[src/pgsb_pkg.sv]
// ----------------------------------------------------------------------------
// pgsb_pkg
// Shared constants for the packed grayscale shift buffer: store geometry,
// level limits and command codes.
// ----------------------------------------------------------------------------
package pgsb_pkg;

	localparam int MAX_DEVICES        = 8;
	localparam int CHANNELS_PER_DEVICE = 24;

	// two 12-bit channels share one 24-bit word (three packed bytes)
	localparam int WORD_W          = 24;
	localparam int WORDS_PER_DEV   = CHANNELS_PER_DEVICE / 2;
	localparam int STORE_WORDS     = WORDS_PER_DEV * MAX_DEVICES;
	localparam int ADDR_W          = $clog2(STORE_WORDS);

	localparam int LEVEL_W = 12;
	localparam logic [LEVEL_W-1:0] LEVEL_MAX = '1;

	localparam logic [1:0] MODE_WRITE = 2'd0;
	localparam logic [1:0] MODE_READ  = 2'd1;
	localparam logic [1:0] MODE_SEND  = 2'd2;

	localparam logic STATUS_OK    = 1'b0;
	localparam logic STATUS_RANGE = 1'b1;

endpackage

[src/pgsb_ram.sv]
// ----------------------------------------------------------------------------
// pgsb_ram
// Packed level store: one write port and one read port, read data registered.
// ----------------------------------------------------------------------------
module pgsb_ram (
	input  logic                        clk,
	input  logic                        we,
	input  logic [pgsb_pkg::ADDR_W-1:0] waddr,
	input  logic [pgsb_pkg::WORD_W-1:0] wdata,
	input  logic [pgsb_pkg::ADDR_W-1:0] raddr,
	output logic [pgsb_pkg::WORD_W-1:0] rdata_s1
);
	import pgsb_pkg::*;

	logic [WORD_W-1:0] mem [STORE_WORDS];

	always_ff @(posedge clk) begin
		if (we) begin
			mem[waddr] <= wdata;
		end
		rdata_s1 <= mem[raddr];
	end

endmodule

[src/packed_grayscale_shift_buffer.sv]
// ----------------------------------------------------------------------------
// packed_grayscale_shift_buffer
// Grayscale level store for chained 24-channel PWM drivers, two 12-bit
// levels packed into three bytes. Writes clamp and merge, reads unpack,
// a send streams the packed bytes out highest index first, eight per result (the last result holds four or eight).
// ----------------------------------------------------------------------------
//
//  channel   | handshake              | payload
//  ----------+------------------------+--------------------------------------
//  request   | start / busy           | mode, channel, level
//  result    | result_strobe          | read_level, status, serial_bytes,
//            |                        | byte_count, last
//  config    | cfg_we                 | cfg_wdata (device count)
//
//  write and read: the store is read as the request is taken, then the
//  access state merges and writes back (the store read data is registered)
//  a send reads one store word (3 bytes) a cycle
//  out-of-range requests answer straight from idle and leave the store alone
//  after reset a clearing pass zeroes all 96 store words, busy stays high
//  the receiver cannot stall: every result is shown for exactly one cycle
// ----------------------------------------------------------------------------
module packed_grayscale_shift_buffer (
	input  logic                         clk,
	input  logic                         arst_n,
	// request channel
	input  logic                         start,
	output logic                         busy,
	input  logic [1:0]                   mode,
	input  logic [7:0]                   channel,
	input  logic [15:0]                  level,
	// result channel
	output logic                         result_strobe,
	output logic [pgsb_pkg::LEVEL_W-1:0] read_level,
	output logic                         status,
	output logic [63:0]                  serial_bytes,
	output logic [3:0]                   byte_count,
	output logic                         last,
	// configuration
	input  logic                         cfg_we,
	input  logic [3:0]                   cfg_wdata
);
	import pgsb_pkg::*;

	typedef enum logic [2:0] {
		ST_CLEAR,
		ST_IDLE,
		ST_ACCESS,
		ST_SEND,
		ST_SEND_END
	} state_t;

	state_t              state_q;
	logic [3:0]          device_count_q;
	logic [ADDR_W-1:0]   clr_ptr_q;
	logic [ADDR_W-1:0]   rd_ptr_q;
	logic [ADDR_W-1:0]   addr_q;
	logic                odd_q;
	logic                is_write_q;
	logic [LEVEL_W-1:0]  lvl_q;
	logic                send_vld_s1;
	logic                send_fin_s1;
	logic [79:0]         acc_q;
	logic [3:0]          fill_q;

	// memory port
	logic                we;
	logic [ADDR_W-1:0]   waddr;
	logic [WORD_W-1:0]   wdata;
	logic [ADDR_W-1:0]   raddr;
	logic [WORD_W-1:0]   rdata_s1;

	// request decode
	logic                accept;
	logic [3:0]          devs;
	logic [7:0]          nch;
	logic [ADDR_W-1:0]   words;
	logic                ch_ok;
	logic [LEVEL_W-1:0]  lvl_clamped;

	// send byte assembly
	logic [WORD_W-1:0]   ordered;
	logic [79:0]         acc_app;
	logic [3:0]          fill_app;

	pgsb_ram u_ram (
		.clk      (clk),
		.we       (we),
		.waddr    (waddr),
		.wdata    (wdata),
		.raddr    (raddr),
		.rdata_s1 (rdata_s1)
	);

	assign busy   = (state_q != ST_IDLE);
	assign accept = start && !busy;

	// device count: zero acts as one, anything above the maximum saturates
	always_comb begin
		if (device_count_q == 4'd0) begin
			devs = 4'd1;
		end else if (device_count_q > 4'(MAX_DEVICES)) begin
			devs = 4'(MAX_DEVICES);
		end else begin
			devs = device_count_q;
		end
	end

	// 24 channels and 12 words per device
	assign nch   = {devs, 4'b0000} + {1'b0, devs, 3'b000};
	assign words = {devs, 3'b000} + {1'b0, devs, 2'b00};
	assign ch_ok = (channel < nch);

	assign lvl_clamped = (|level[15:LEVEL_W]) ? LEVEL_MAX : level[LEVEL_W-1:0];

	// store access: clearing pass, write-back of a merged word, send walk
	always_comb begin
		we    = 1'b0;
		waddr = addr_q;
		wdata = odd_q ? {lvl_q, rdata_s1[LEVEL_W-1:0]}
		              : {rdata_s1[WORD_W-1:LEVEL_W], lvl_q};
		raddr = channel[7:1];
		unique case (state_q)
			ST_CLEAR: begin
				we    = 1'b1;
				waddr = clr_ptr_q;
				wdata = '0;
			end
			ST_ACCESS: begin
				we = is_write_q;
			end
			ST_SEND: begin
				raddr = rd_ptr_q;
			end
			default: begin
			end
		endcase
	end

	// word holds bytes 3k (low) to 3k+2 (high); transmit highest byte first
	assign ordered  = {rdata_s1[7:0], rdata_s1[15:8], rdata_s1[23:16]};
	assign acc_app  = acc_q | ({56'b0, ordered} << {fill_q, 3'b000});
	assign fill_app = fill_q + 4'd3;

	// configuration register
	always_ff @(posedge clk or negedge arst_n) begin
		if (!arst_n) begin
			device_count_q <= 4'd1;
		end else if (cfg_we) begin
			device_count_q <= cfg_wdata;
		end
	end

	// sequencer and registered results
	always_ff @(posedge clk or negedge arst_n) begin
		if (!arst_n) begin
			state_q       <= ST_CLEAR;
			clr_ptr_q     <= '0;
			rd_ptr_q      <= '0;
			addr_q        <= '0;
			odd_q         <= 1'b0;
			is_write_q    <= 1'b0;
			lvl_q         <= '0;
			send_vld_s1   <= 1'b0;
			send_fin_s1   <= 1'b0;
			acc_q         <= '0;
			fill_q        <= '0;
			result_strobe <= 1'b0;
			read_level    <= '0;
			status        <= STATUS_OK;
			serial_bytes  <= '0;
			byte_count    <= '0;
			last          <= 1'b0;
		end else begin
			result_strobe <= 1'b0;
			send_vld_s1   <= 1'b0;
			send_fin_s1   <= 1'b0;

			unique case (state_q)
				ST_CLEAR: begin
					clr_ptr_q <= clr_ptr_q + 1'b1;
					if (clr_ptr_q == ADDR_W'(STORE_WORDS - 1)) begin
						state_q <= ST_IDLE;
					end
				end

				ST_IDLE: begin
					if (accept) begin
						addr_q     <= channel[7:1];
						odd_q      <= channel[0];
						lvl_q      <= lvl_clamped;
						is_write_q <= (mode == MODE_WRITE);
						unique case (mode) inside
							MODE_WRITE, MODE_READ: begin
								if (ch_ok) begin
									state_q <= ST_ACCESS;
								end else begin
									// out of range: flag it, store untouched
									result_strobe <= 1'b1;
									read_level    <= '0;
									status        <= STATUS_RANGE;
									serial_bytes  <= '0;
									byte_count    <= '0;
									last          <= 1'b1;
								end
							end
							MODE_SEND: begin
								rd_ptr_q <= words - 1'b1;
								acc_q    <= '0;
								fill_q   <= '0;
								state_q  <= ST_SEND;
							end
							default: begin
								// unused code: no result
							end
						endcase
					end
				end

				ST_ACCESS: begin
					result_strobe <= 1'b1;
					read_level    <= is_write_q ? '0
					               : (odd_q ? rdata_s1[WORD_W-1:LEVEL_W]
					                        : rdata_s1[LEVEL_W-1:0]);
					status        <= STATUS_OK;
					serial_bytes  <= '0;
					byte_count    <= '0;
					last          <= 1'b1;
					state_q       <= ST_IDLE;
				end

				ST_SEND: begin
					send_vld_s1 <= 1'b1;
					send_fin_s1 <= (rd_ptr_q == '0);
					if (rd_ptr_q == '0) begin
						state_q <= ST_SEND_END;
					end else begin
						rd_ptr_q <= rd_ptr_q - 1'b1;
					end
				end

				ST_SEND_END: begin
					state_q <= ST_IDLE;
				end

				default: begin
					state_q <= ST_IDLE;
				end
			endcase

			// byte assembly runs alongside the walk, one word behind it
			if (send_vld_s1) begin
				if (send_fin_s1) begin
					// totals are a multiple of four bytes: the tail is 4 or 8
					result_strobe <= 1'b1;
					read_level    <= '0;
					status        <= STATUS_OK;
					serial_bytes  <= acc_app[63:0];
					byte_count    <= fill_app;
					last          <= 1'b1;
					acc_q         <= '0;
					fill_q        <= '0;
				end else if (fill_app >= 4'd8) begin
					result_strobe <= 1'b1;
					read_level    <= '0;
					status        <= STATUS_OK;
					serial_bytes  <= acc_app[63:0];
					byte_count    <= 4'd8;
					last          <= 1'b0;
					acc_q         <= {64'b0, acc_app[79:64]};
					fill_q        <= fill_app - 4'd8;
				end else begin
					acc_q  <= acc_app;
					fill_q <= fill_app;
				end
			end
		end
	end

endmodule
[config.mk]
export PLATFORM = sky130hd
export DESIGN_NAME = packed_grayscale_shift_buffer
export DESIGN_NICKNAME = d
export VERILOG_FILES = /design/src/pgsb_pkg.sv /design/src/pgsb_ram.sv /design/src/packed_grayscale_shift_buffer.sv
export SDC_FILE = /design/constraint.sdc
export NUM_CORES = 2
export LEC_CHECK = 0
export BUFFER_PORTS_ARGS = -buffer_cell sky130_fd_sc_hd__buf_4
export CAP_MARGIN = 0
export CORE_ASPECT_RATIO = 1.2
export CORE_UTILIZATION = 30
export DETAILED_ROUTE_END_ITERATION = 10
export GPL_ROUTABILITY_DRIVEN = 0
export PLACE_DENSITY = 0.55
export SLEW_MARGIN = 20
export SYNTH_ARGS = -nofsm -noshare
export SYNTH_HDL_FRONTEND = slang
export SYNTH_SLANG_ARGS = --single-unit
[constraint.sdc]
create_clock -name clk -period 6.08 [get_ports clk]
set_input_delay 0.304 -clock clk [delete_from_list [all_inputs] [get_ports clk]]
set_output_delay 0.304 -clock clk [all_outputs]
set_load 0.02 [all_outputs]
==> metrics.yaml <==
synth:
  syn_nets: 7342
  synthSimpleGateAreaFrac: 0.131
  netlist_instances: 7293
  synthesis.area_um2: 100000
  synthDominantCellAreaShare: 0.690
  synthAdderAreaFrac: 0.00195
  ys.flop_type: "edfxtp_1"
  ys_top_cells_by_area: "edfxtp_1 (69%), nand2_1 (7.2%), dfrtp_1 (5.2%)"
  synthArstFlopShare: 0.0831
  yosys.area.top_type: "edfxtp_1"
  synth_compound_area_frac: 0.0553
  synth.area.mux_share: 0.0415
  synth-edff-count: 2304
  synth-xor-area-share: 0.00114
  ys_warn_count: 0
  ys_seq_area_frac: 0.747
  syn-mean-instance-area_um2: 13.8
  ys_ff_latch: 2539
  synth_top_family_by_area: "simple AND/OR/NAND/NOR gates"
  yosysUniqueCellTypes: 70
timing:
  setup_tns_ns: 0
  finalSetupViolCount: 0
  fmax_mhz: 208
  tightestPinTransition_ns: 1.28
  hold_ws_ns: -0.00284
  maxSlewHeadroom: 0.142
  finClkSkew_ns: 0.0680
  rsz0062_at_grt: "no"
  finalHoldViolCount: 1
  fin_ws_ns: 1.26
  finalCritPeriodShare: 0.793
  slew_viol_final: 0
  period_needed_ns: 4.82
cells_and_area:
  fin_area_um2: 116000
  final_cell_mix: "edfxtp_1 (2304), nand2_1 (1919), nand3_1 (713)"
  fin_nets: 7561
  syn2layout_area_growth_pct: 15.8
  layout_commonest_cell: "edfxtp_1"
  drive_above_1_share: 0.128
clock_tree:
  cts_setup_buffers: 0
  postCtsHoldBufs: 39
  clk_pin_slew_ns: 0.07
  cts.sinks: 2539
  cts_root_buf: "clkbuf_16"
  post_cts_resize_count: 0
  cts_buffers: 241
  clockBufferDepth: 4
  htree_levels: 4
  insertion_delay_ns: 0.93
  cts_tree: "yes"
floorplan:
  fp.dieW_um: 530
  core_area_um2: 333000
  placementRows: 232
  fp.dieH_um: 635
  start_util: 0.301
  io-pin-count: 118
  die_area_um2: 337000
critical_path:
  critPathBufInv: 2
  cp_cell_sequence: "nand3b_1 > buf_4 > a21o_4 > buf_4 > mux4_2 > a2111oi_0 > a22oi_1 > and4_1"
  worstPathMaxFanout: 53
  reg2reg_slack_ns: 1.26
  cpPeakStageDelay_ns: 1.07
  critical_path_arrival_ns: 5.62
  path_class: "register to register"
  critPathCaptureType: "register"
  cp_top_family: "compound AO/OA/AOI/OAI gates"
  worstSetupStartpointType: "register"
  crit_slowest_cell: "a2111oi_0"
  cpMostUsedCell: "buf_4"
  required_ns: 6.88
flow_run:
  drv_cap: 0
global_route:
  gr-total-overflow: 0
  grt_pass1_vias: 60554
  grt_start_max_net_pins: 138
  antenna_found_initial: 31
  globalRouteTotalUtil: 0.180
  grt_pass1_wl_um: 442000
route:
  drt_pass1_iterations: 8
  vias_per_cell: 5.17
  drt_iter0_markers: 7527
  wl_um: 313000
  drc_errors: 0
  ant_nets: 0
  vias: 63074
  drt-wirelength-per-cell_um: 25.6
power:
  p_seq_frac: 0.381
  comb_power_share: 0.381
  p_clk_frac: 0.238
  switchingPower_mw: 25.8
  p_leak_nw: 39.1
  p_int_mw: 38.3
  power-per-cell-area_nw_per_um2: 553
  vdd.ir_drop.worst_mv: 0.553
  netSwitchingFraction: 0.403
  power_mw: 64.2
placed_design:
  hpwlAfterDp_um: 187000
  port-buffer-count: 117
  placed_cell_area_um2: 108000
  place_ws_ns: 1.38
outcome:
  status: "complete, but fails checks"
  violations: "hold timing"
hold_path:
  min_path_type: "input pin to async pin"
power groups by stage:
stage	registers [mW]	clock network (mW)	logic, mW
final	24.4	15.3	24.4
after global routing	24.5	16.1	25.9
after CTS	24.4	15.5	24.3
after detailed placement	24.7	0	24.2
after global placement	24.7	0	23.7
after floorplan	24.8	0	13.4
path summary, 6_finish.rpt:
check,start,end,depth (start not counted)
max in group asynchronous,arst_n,last$_DFF_PN0_,3
setup reg to reg,state_q[1]$_DFFE_PN0P_,u_ram.rdata_s1[1]$_DFF_P_,8
min in group clk,start,addr_q[4]$_DFFE_PN0P_,4
hold reg to reg,acc_q[36]$_DFFE_PN0P_,acc_q[36]$_DFFE_PN0P_,2
hold / removal,arst_n,serial_bytes[17]$_DFF_PN0_,2
setup / recovery,state_q[1]$_DFFE_PN0P_,u_ram.rdata_s1[1]$_DFF_P_,8
metal layers:
metal	global-route usage	share of wire	up-vias	wire length, um
met5	0	0	-	0
met4	0.0929	0.050	0	15700
met3	0.0268	0.072	537	22600
met2	0.296	0.48	2643	151000
met1	0.231	0.40	32227	124000
li1	-	-	27667	-
cells in the mapped netlist, drive strengths merged (18+ instances only):
library cell,instances
edfxtp,2304
nand2,1925
nand3,713
mux2i,256
a21oi,243
clkbuf,235
buf,222
dfrtp,210
nor2,183
a31oi,167
nand4,117
o22ai,96
o221ai,71
mux4,61
o21ai,54
a2111oi,47
a22oi,39
nor3,28
a32oi,24
dfxtp,24
inv,22
and3,21
mux2,18
kinds of logic (layout without fill, tap and decap cells):
group	after synthesis	in the layout
XOR/XNOR	13	13
multiplexers	335	335
other	0	57
flip-flops	2539	2539
buffers and inverters	479	892
AND/OR/NAND/NOR	3072	3072
AO/OA/AOI/OAI	840	840
adder cells (fa/ha/maj)	15	15
through the flow:
step,cells,utilization
global placement,11669,0.323
detailed placement,11673,0.324
finish,12209,0.349
floorplan,7293,-
CTS,12149,0.348
global route,12199,0.349
layout make-up:
cell class / instances / area (um2)
Fill cell: 31925 / 217000
Clock buffer: 302 / 6480
Clock inverter: 135 / 1400
Antenna cell: 57 / 143
Tap cell: 4446 / 5560
Timing Repair Buffer: 433 / 3790
Inverter: 22 / 85.1
Sequential cell: 2539 / 74900
Multi-Input combinational cell: 4275 / 23700
state kept, by name (all words and copies together), names as in the netlist:
name,flops
u_ram.mem,2304
last,1
read_level,12
status,1
is_write_q,1
odd_q,1
result_strobe,1
addr_q,7
device_count_q,4
byte_count,4
clr_ptr_q,7
send_fin_s1,1
u_ram.rdata_s1,24
send_vld_s1,1
state_q,3
rd_ptr_q,7
fill_q,4
lvl_q,12
serial_bytes,64
acc_q,80
No activity file was read; power rests on OpenSTA's default activity.
